## src/design/csd_pkg.sv

```systemverilog
// Shared types and constants for the cyclic server dispatcher.
// Used by csd_ctrl, csd_datapath and cyclic_server_dispatcher_core.
`timescale 1ns / 1ps
`default_nettype none

package csd_pkg;

  localparam int MAX_SERVERS_DEF = 16;
  localparam int SLOT_LIMIT      = 16;

  localparam int TIME_W   = 32;
  localparam int BUSY_W   = 33;
  localparam int CNT_W    = 32;
  localparam int ID_W     = 4;
  localparam int NSRV_W   = 5;

  localparam int IN_TDATA_W  = 64;
  localparam int OUT_TDATA_W = 40;

  localparam int APB_ADDR_W = 3;
  localparam int APB_DATA_W = 32;

  // register index, taken from paddr[2]
  localparam logic REG_NUM_SERVERS = 1'b0;
  localparam logic [NSRV_W-1:0] NUM_SERVERS_RST = 5'd16;

  localparam logic KIND_REQUEST = 1'b0;
  localparam logic KIND_REPORT  = 1'b1;

  typedef enum logic [2:0] {
    ST_IDLE,
    ST_PICK,
    ST_COMMIT,
    ST_SCAN,
    ST_LIST
  } state_t;

  typedef struct packed {
    logic accept;      // load request, clear scan state
    logic reduce_ptr;  // fold pointer below k
    logic pick;        // register chosen server
    logic commit;      // update server, emit request result
    logic scan_step;   // fold one count into the running max
    logic list_start;  // rewind cursor for listing
    logic emit;        // emit one report entry
    logic advance;     // step listing cursor
  } cmd_t;

  typedef struct packed {
    logic ptr_ge_k;
    logic cur_last_k;
    logic cur_match;
    logic cur_is_last;
    logic out_free;
  } sts_t;

endpackage

`default_nettype wire

```

## src/design/csd_ctrl.sv

```systemverilog
// Controller state machine for the cyclic server dispatcher.
// Depends on csd_pkg; drives csd_datapath through cmd_t and reads sts_t.
`timescale 1ns / 1ps
`default_nettype none

module csd_ctrl (
  input  wire logic          clk,
  input  wire logic          rst,
  input  wire logic          in_valid,
  input  wire logic          in_action,
  output logic               in_ready,
  input  wire csd_pkg::sts_t sts,
  output csd_pkg::cmd_t      cmd
);
  import csd_pkg::*;

  state_t state;
  state_t state_next;

  always_ff @(posedge clk) begin
    if (rst) begin
      state <= ST_IDLE;
    end else begin
      state <= state_next;
    end
  end

  always_comb begin
    cmd        = '0;
    in_ready   = 1'b0;
    state_next = state;
    case (state)
      ST_IDLE: begin
        in_ready = 1'b1;
        if (in_valid) begin
          cmd.accept = 1'b1;
          state_next = (in_action == KIND_REPORT) ? ST_SCAN : ST_PICK;
        end
      end
      ST_PICK: begin
        if (sts.ptr_ge_k) begin
          cmd.reduce_ptr = 1'b1;
        end else begin
          cmd.pick   = 1'b1;
          state_next = ST_COMMIT;
        end
      end
      ST_COMMIT: begin
        if (sts.out_free) begin
          cmd.commit = 1'b1;
          in_ready   = 1'b1;
          if (in_valid) begin
            cmd.accept = 1'b1;
            state_next = (in_action == KIND_REPORT) ? ST_SCAN : ST_PICK;
          end else begin
            state_next = ST_IDLE;
          end
        end
      end
      ST_SCAN: begin
        cmd.scan_step = 1'b1;
        if (sts.cur_last_k) begin
          cmd.list_start = 1'b1;
          state_next     = ST_LIST;
        end
      end
      ST_LIST: begin
        if (sts.cur_match) begin
          if (sts.out_free) begin
            cmd.emit = 1'b1;
            if (sts.cur_is_last) begin
              state_next = ST_IDLE;
            end else begin
              cmd.advance = 1'b1;
            end
          end
        end else begin
          cmd.advance = 1'b1;
        end
      end
      default: begin
        state_next = ST_IDLE;
      end
    endcase
  end

endmodule

`default_nettype wire

```

## src/design/csd_datapath.sv

```systemverilog
// Datapath of the cyclic server dispatcher: server table, free search,
// pointer, max scan and the output register. Depends on csd_pkg.
`timescale 1ns / 1ps
`default_nettype none

module csd_datapath #(
  parameter int MAX_SERVERS = csd_pkg::MAX_SERVERS_DEF
) (
  input  wire logic                          clk,
  input  wire logic                          rst,
  input  wire csd_pkg::cmd_t                 cmd,
  output csd_pkg::sts_t                      sts,
  input  wire logic [csd_pkg::NSRV_W-1:0]    num_servers,
  input  wire logic [csd_pkg::TIME_W-1:0]    arrival_time,
  input  wire logic [csd_pkg::TIME_W-1:0]    service_time,
  output logic                               out_valid,
  input  wire logic                          out_ready,
  output logic                               out_kind,
  output logic                               out_accepted,
  output logic [csd_pkg::ID_W-1:0]           out_server_id,
  output logic [csd_pkg::CNT_W-1:0]          out_count,
  output logic                               out_last
);
  import csd_pkg::*;

  localparam int SLOTS = (MAX_SERVERS < SLOT_LIMIT) ? MAX_SERVERS : SLOT_LIMIT;
  localparam int IDXW  = (SLOTS > 1) ? $clog2(SLOTS) : 1;
  localparam int KW    = $clog2(SLOTS + 1);

  logic [BUSY_W-1:0] busy_until   [SLOTS];
  logic [CNT_W-1:0]  served_count [SLOTS];

  logic [TIME_W-1:0] req_time;
  logic [TIME_W-1:0] req_svc;
  logic [IDXW-1:0]   ptr;
  logic [IDXW-1:0]   sel;
  logic              found;
  logic [CNT_W-1:0]  mx;
  logic [IDXW-1:0]   lastidx;

  logic [KW-1:0]     k;
  logic [SLOTS-1:0]  free_vec;
  logic [SLOTS-1:0]  hi_vec;
  logic [IDXW-1:0]   pick_idx;
  logic              pick_found;
  logic [CNT_W-1:0]  cnt_rd;
  logic [CNT_W-1:0]  cnt_inc;
  logic [IDXW-1:0]   ptr_next;

  function automatic logic [IDXW-1:0] first_set(input logic [SLOTS-1:0] v);
    logic [IDXW-1:0] r;
    r = '0;
    for (int i = SLOTS - 1; i >= 0; i--) begin
      if (v[i]) r = IDXW'(i);
    end
    return r;
  endfunction

  // active server count: zero acts as one, clamp to the table size
  always_comb begin
    if (num_servers == '0) begin
      k = KW'(1);
    end else if (num_servers > NSRV_W'(SLOTS)) begin
      k = KW'(SLOTS);
    end else begin
      k = KW'(num_servers);
    end
  end

  // free servers and the cyclic first-free search from the pointer
  always_comb begin
    for (int i = 0; i < SLOTS; i++) begin
      free_vec[i] = (i < int'(k)) && (busy_until[i] <= {1'b0, req_time});
      hi_vec[i]   = free_vec[i] && (i >= int'(ptr));
    end
    pick_found = |free_vec;
    pick_idx   = (|hi_vec) ? first_set(hi_vec) : first_set(free_vec);
  end

  assign cnt_rd   = served_count[sel];
  assign cnt_inc  = (cnt_rd == '1) ? cnt_rd : cnt_rd + CNT_W'(1);
  assign ptr_next = (int'(ptr) + 1 >= int'(k)) ? '0 : ptr + IDXW'(1);

  always_comb begin
    sts.ptr_ge_k    = int'(ptr) >= int'(k);
    sts.cur_last_k  = int'(sel) == int'(k) - 1;
    sts.cur_match   = cnt_rd == mx;
    sts.cur_is_last = sel == lastidx;
    sts.out_free    = !out_valid || out_ready;
  end

  // server table
  always_ff @(posedge clk) begin
    if (rst) begin
      for (int i = 0; i < SLOTS; i++) begin
        busy_until[i]   <= '0;
        served_count[i] <= '0;
      end
    end else if (cmd.commit && found) begin
      busy_until[sel]   <= {1'b0, req_time} + {1'b0, req_svc};
      served_count[sel] <= cnt_inc;
    end
  end

  // pointer
  always_ff @(posedge clk) begin
    if (rst) begin
      ptr <= '0;
    end else if (cmd.reduce_ptr) begin
      ptr <= ptr - IDXW'(k);
    end else if (cmd.commit) begin
      ptr <= ptr_next;
    end
  end

  // request operands, cursor and scan state
  always_ff @(posedge clk) begin
    if (cmd.accept) begin
      req_time <= arrival_time;
      req_svc  <= service_time;
    end
    if (cmd.accept || cmd.list_start) begin
      sel <= '0;
    end else if (cmd.pick) begin
      sel <= pick_idx;
    end else if (cmd.scan_step || cmd.advance) begin
      sel <= sel + IDXW'(1);
    end
    if (cmd.pick) begin
      found <= pick_found;
    end
    if (cmd.accept) begin
      mx      <= '0;
      lastidx <= '0;
    end else if (cmd.scan_step && (cnt_rd >= mx)) begin
      mx      <= cnt_rd;
      lastidx <= sel;
    end
  end

  // output register
  always_ff @(posedge clk) begin
    if (rst) begin
      out_valid <= 1'b0;
    end else if (cmd.commit || cmd.emit) begin
      out_valid <= 1'b1;
    end else if (out_ready) begin
      out_valid <= 1'b0;
    end
  end

  always_ff @(posedge clk) begin
    if (cmd.commit) begin
      out_kind      <= KIND_REQUEST;
      out_accepted  <= found;
      out_server_id <= found ? ID_W'(sel) : '0;
      out_count     <= found ? cnt_inc : '0;
      out_last      <= 1'b1;
    end else if (cmd.emit) begin
      out_kind      <= KIND_REPORT;
      out_accepted  <= 1'b0;
      out_server_id <= ID_W'(sel);
      out_count     <= mx;
      out_last      <= sts.cur_is_last;
    end
  end

`ifndef SYNTHESIS
  a_commit_result: assert property (@(posedge clk) disable iff (rst)
    cmd.commit |=> out_valid && out_last && (out_kind == KIND_REQUEST))
    else $error("request commit did not leave a final request result");

  a_pick_free: assert property (@(posedge clk) disable iff (rst)
    (cmd.pick && pick_found) |-> free_vec[pick_idx])
    else $error("picked server is not free");

  a_emit_room: assert property (@(posedge clk) disable iff (rst)
    (cmd.commit || cmd.emit) |-> (!out_valid || out_ready))
    else $error("result loaded over an untaken result");
`endif

endmodule

`default_nettype wire

```

## src/design/cyclic_server_dispatcher_core.sv

```systemverilog
// Top level of the cyclic server dispatcher: stream ports, APB register,
// controller (csd_ctrl) and datapath (csd_datapath). Depends on csd_pkg.
`timescale 1ns / 1ps
`default_nettype none

// Dispatches requests over up to 16 servers in cyclic order. A request item
// (tuser = 0) frees every server whose busy-until time is at or before the
// arrival time, takes the first free server at or after the rotating start
// pointer and returns one result: accepted, server and its new handled count,
// or a drop. A report item (tuser = 1) returns every server whose count equals
// the maximum, in ascending order, with tlast on the final one. A request
// passes a free search state, then a table update state, and the next item
// is taken in the update cycle; the update cycle holds while the output
// register still carries an untaken result. After num_servers is lowered,
// the first request stays in the search state, lowering the pointer by k,
// until it lies below k. A report scans the first k servers for the maximum
// count, then lists servers in ascending order up to the last busiest one
// (at most k) through a single table read port, holding on output stalls;
// the next item is taken in the idle state after the final entry is loaded.
// The server table clears at reset. Write num_servers only while idle.
module cyclic_server_dispatcher_core #(
  parameter int MAX_SERVERS = csd_pkg::MAX_SERVERS_DEF
) (
  input  wire logic                               clk,
  input  wire logic                               rst,
  // stream in
  input  wire logic                               s_axis_tvalid,
  output logic                                    s_axis_tready,
  // [31:0] arrival_time, [63:32] service_time
  input  wire logic [csd_pkg::IN_TDATA_W-1:0]     s_axis_tdata,
  // [0] action
  input  wire logic                               s_axis_tuser,
  // stream out
  output logic                                    m_axis_tvalid,
  input  wire logic                               m_axis_tready,
  // [0] accepted, [4:1] server_id, [36:5] handled_count, [39:37] zero
  output logic [csd_pkg::OUT_TDATA_W-1:0]         m_axis_tdata,
  // [0] result_kind
  output logic                                    m_axis_tuser,
  output logic                                    m_axis_tlast,
  // APB register port
  input  wire logic                               psel,
  input  wire logic                               penable,
  input  wire logic                               pwrite,
  input  wire logic [csd_pkg::APB_ADDR_W-1:0]     paddr,
  input  wire logic [csd_pkg::APB_DATA_W-1:0]     pwdata,
  output logic [csd_pkg::APB_DATA_W-1:0]          prdata,
  output logic                                    pready
);
  import csd_pkg::*;

  logic [NSRV_W-1:0] num_servers;
  cmd_t              cmd;
  sts_t              sts;
  logic              out_accepted;
  logic [ID_W-1:0]   out_server_id;
  logic [CNT_W-1:0]  out_count;

  // Register file: one register, num_servers; writes complete in the access phase.
  assign pready = 1'b1;

  always_ff @(posedge clk) begin
    if (rst) begin
      num_servers <= NUM_SERVERS_RST;
    end else if (psel && penable && pwrite && pready && (paddr[2] == REG_NUM_SERVERS)) begin
      num_servers <= pwdata[NSRV_W-1:0];
    end
  end

  assign prdata = (paddr[2] == REG_NUM_SERVERS) ?
                  {{(APB_DATA_W - NSRV_W){1'b0}}, num_servers} : '0;

  // Controller: sequences accept, search, update, scan and listing.
  csd_ctrl u_ctrl (
    .clk      (clk),
    .rst      (rst),
    .in_valid (s_axis_tvalid),
    .in_action(s_axis_tuser),
    .in_ready (s_axis_tready),
    .sts      (sts),
    .cmd      (cmd)
  );

  // Datapath: server table, pointer, scan state and the output register that
  // holds a finished result while the next request is taken.
  csd_datapath #(
    .MAX_SERVERS(MAX_SERVERS)
  ) u_datapath (
    .clk          (clk),
    .rst          (rst),
    .cmd          (cmd),
    .sts          (sts),
    .num_servers  (num_servers),
    .arrival_time (s_axis_tdata[TIME_W-1:0]),
    .service_time (s_axis_tdata[2*TIME_W-1:TIME_W]),
    .out_valid    (m_axis_tvalid),
    .out_ready    (m_axis_tready),
    .out_kind     (m_axis_tuser),
    .out_accepted (out_accepted),
    .out_server_id(out_server_id),
    .out_count    (out_count),
    .out_last     (m_axis_tlast)
  );

  // Pack the result: accepted, id, count from the low bit up, pad to bytes.
  assign m_axis_tdata = {{(OUT_TDATA_W - 1 - ID_W - CNT_W){1'b0}},
                         out_count, out_server_id, out_accepted};

endmodule

`default_nettype wire
```

## config.mk

```make
export PLATFORM = sky130hd
export DESIGN_NAME = cyclic_server_dispatcher_core
export DESIGN_NICKNAME = d
export VERILOG_FILES = /design/src/design/csd_pkg.sv /design/src/design/csd_ctrl.sv /design/src/design/csd_datapath.sv /design/src/design/cyclic_server_dispatcher_core.sv
export SDC_FILE = /design/constraint.sdc
export NUM_CORES = 2
export LEC_CHECK = 0
export ABC_CLOCK_PERIOD_IN_PS = 13350
export BUFFER_PORTS_ARGS = -buffer_cell sky130_fd_sc_hd__buf_4
export CORE_MARGIN = 3
export CORE_UTILIZATION = 40
export DETAILED_ROUTE_END_ITERATION = 10
export GPL_TIMING_DRIVEN = 0
export REMOVE_ABC_BUFFERS = 1
export SETUP_SLACK_MARGIN = 0.15
export SYNTH_ARGS = -nofsm -noshare
export SYNTH_HDL_FRONTEND = slang
export SYNTH_SLANG_ARGS = --single-unit
```

## constraint.sdc

```tcl
create_clock -name clk -period 13.35 [get_ports clk]
set_clock_uncertainty 0.2 [all_clocks]
set_input_delay 0 -clock clk [delete_from_list [all_inputs] [get_ports clk]]
set_output_delay 0 -clock clk [all_outputs]
set_load 0.02 [all_outputs]
```

==> results.md <==
* Layout area overhead at 16.5%
* Most frequent cells in the layout: nor2_1 (1159), edfxtp_1 (1142), ha_1 (596)
* Via count at 42800
* Fmax at 0.151 GHz
* Area share of the largest cell type after synthesis at 55.3%
* # setup viols final at 0
* Clk buf depth at 3
* Yosys reg bits at 1201
* TNS Setup at 0 ps
* Buffers added on ports at 123
* Peak supply drop at 0.116 mV
* Synth Instances at 5030
* Pwr Density at 134 mW/mm^2
* Avg WL per Cell at 25.6 um
* DRT Pass-1 Iters at 9
* Synth Area in XOR/XNOR at 1.24%
* Vias per cell at 5.79
* H-Tree Level Count at 4
* Die area at 0.160 mm^2
* Fillers at 13400
* Status: finished, final reports clean
* Latest clock arrival within the worst-skew pair at 770 ps
* Max_cap viols at 0
* Worst Setup Start Kind: register
* Core Area at 0.153 mm^2
* Slew @ Worst Pin at 1400 ps
* Drt drc at 0
* Async S/R FF share, synth at 0%
* Ys Warns at 0
* TritonCTS clock tree: built
* Post-Synth Adder-Cell Area at 12.1%
* Synth area leader: edfxtp_1
* Number of global-route vias before repair at 42200
* Fin crit share at 49.6%
* Ports at 184
* Minimum clock period after layout at 6620 ps
* Post-synthesis simple-gate area fraction at 12.7%
* Total Wirelength at 189 mm
* Post-synthesis compound-gate area fraction at 7.61%
* Min-Delay Startpoint: paddr[2]
* First-pass GRT wire length at 275 mm
* Max-slew headroom at 6.83%
* DP Wirelength at 122 mm
* Unique masters post-synth at 100
* Max Fanout on Critical Path at 25
* Row count at 143
* GRT Residual Overflow at 0
* Number of synthesized flops with an enable pin at 1142
* Multiplexer area fraction after synthesis at 6.01%
* Worst R2R Setup Slack at 6730 ps
* Main combinational cell family by area after synthesis: simple AND/OR/NAND/NOR gates
* Endpoints failing hold at 0
* Post-route ant nets at 0
* TritonCTS Sinks at 1201
* CTS root buf: clkbuf_16
* CP Class: reg2reg
* Die H at 400 um
* Cell area after synthesis at 0.0620 mm^2
* RSZ-0062 raised after global routing: no
* Most common cell after layout, fill and taps aside: nor2_1
* Nets at 5973
* Max Slew Vio Count at 0
* Leakage at 28.0 nW
* Largest net degree at the start of global routing at 65
* DIE WIDTH at 400 um
* Total global-route track usage at 23.5%
* Final RePlAce weighted congestion at 0.895
* Syn Area/Cell at 12.3 um^2
* Ratio of cells with drive above 1 in the final layout at 12.6%
* CTS buffer count at 135
* Hold Path Class: in2out
* Crit. End Element: register
* Register area share after synthesis at 57.2%
* Main synth FF type: edfxtp_1
* DRT iter0 DRCs at 4661
* Hold_ws at 89.2 ps
* Post-cts resize count at 0
* Area contributors post-synth: edfxtp_1 (55%), ha_1 (12%), nor2_1 (7.0%)
* CTS clk-pin slew, worst paths at 60 ps
* Initial core utilization at 40.5%
* Initial antenna violation count at 2
* Crit path DAT at 7060 ps
* WP data required at 13800 ps
==> cell families (layout without fill, tap and decap cells) <==
group / Yosys count / after routing
other cells: 2 / 32
compound gates: 737 / 737
simple gates: 1813 / 1813
buf+inv: 427 / 736
mux: 184 / 184
flops: 1201 / 1201
xor+xnor: 68 / 68
fa+ha+maj: 598 / 598
==> stage by stage <==
| step | instances | total power, mW | area, um^2 | setup WS, ps | utilization (%) |
|---|---|---|---|---|---|
| floorplan | 4774 | 5.35 | 60700 | 2070 | - |
| global placement | 6927 | 5.92 | 64200 | -2930 | 42.0 |
| detailed placement | 7003 | 6.02 | 66300 | 7050 | 43.3 |
| CTS | 7398 | 9.69 | 72200 | 6890 | 47.2 |
| global route | 7398 | 9.99 | 72200 | 6400 | 47.2 |
| finish | 7399 | 9.66 | 72200 | 6730 | 47.2 |
==> repair_timing <==
action | in CTS | in global routing
endpoints found under the hold margin | 236 | 0
setup buffers | 0 | 0
hold buffers | 158 | 0
==> synth_stat cells, types with 17 or more instances <==
cell,count
edfxtp_1,1142
inv_1,141
o211ai_1,22
o22ai_1,38
mux2i_1,29
clkbuf_1,162
mux4_2,148
buf_4,38
ha_1,596
buf_2,65
nor4_1,24
a211oi_1,36
nand3_1,81
a21oi_1,231
a31oi_1,22
nand2_1,233
xor2_1,29
nand2b_1,36
o21ai_0,128
nand4_1,91
a21o_1,64
dfxtp_1,59
nor3_1,50
xnor2_2,17
o21a_1,24
o31ai_1,40
nor2b_1,34
nor2_1,1159
==> report_power, final <==
group | switching, mW | internal [mW] | leakage, nW
combinational | 1.06 | 0.583 | 13.7
clock | 1.54 | 2.13 | 2.07
sequential | 0.0754 | 4.28 | 12.2
total | 2.67 | 6.99 | 28.0
==> worst max-delay path, cell delays in order (launching register included) <==
cell and delay (ps):
dfxtp_1 1250, inv_2 700, buf_12 370, mux4_2 540, ha_1 410, nand4_1 280
nor4_1 560, nand3_1 250, nor3b_1 280, o22ai_1 150, a221oi_1 250, dlygate4sd3_1 600
nor2_1 50, dlygate4sd3_1 570
==> registers in the layout, summed over array words and instances, names as in the netlist, named ones only <==
register                  cells
u_datapath.out_kind           1
u_datapath.mx                32
u_datapath.out_server_id      4
u_datapath.ptr                4
u_datapath.req_time          32
u_datapath.found              1
u_ctrl.state                  3
u_datapath.out_accepted       1
u_datapath.lastidx            4
u_datapath.out_last           1
u_datapath.busy_until       528
u_datapath.sel                4
u_datapath.out_count         32
u_datapath.out_valid          1
u_datapath.req_svc           32
num_servers                   5
u_datapath.served_count     512
==> layer usage <==
layer  GRT usage [%]  vias up  share of wire, %
met5               0        -                 0
met4            7.95        0               3.3
met3            5.06      328               9.4
met2            37.9     1933                47
met1            31.5    21500                41
li1                -    19100                 -
==> area by class of cell <==
class                   count  area, um^2  share of cell area [%]
clock inverters            53         520                   0.721
multi-input cells        3431       25300                    35.0
inverters                 142         536                   0.742
diodes                      1        2.50                 0.00347
flip-flops and latches   1201       35500                    49.1
clock buffers             184        3760                    5.21
repair buffers            357        4120                    5.71
well taps                2030        2540                    3.52
==> final timing paths <==
path / endpoint / cells past startpoint
worst min register to register: u_datapath.lastidx[3]$_SDFFE_PP0P_ / 2
worst max-delay path: u_ctrl.state[1]$_SDFFE_PP0P_ / 13
worst min-delay path: prdata[2] / 3
worst max register to register: u_ctrl.state[1]$_SDFFE_PP0P_ / 13
No activity file was read; power rests on OpenSTA's default activity.
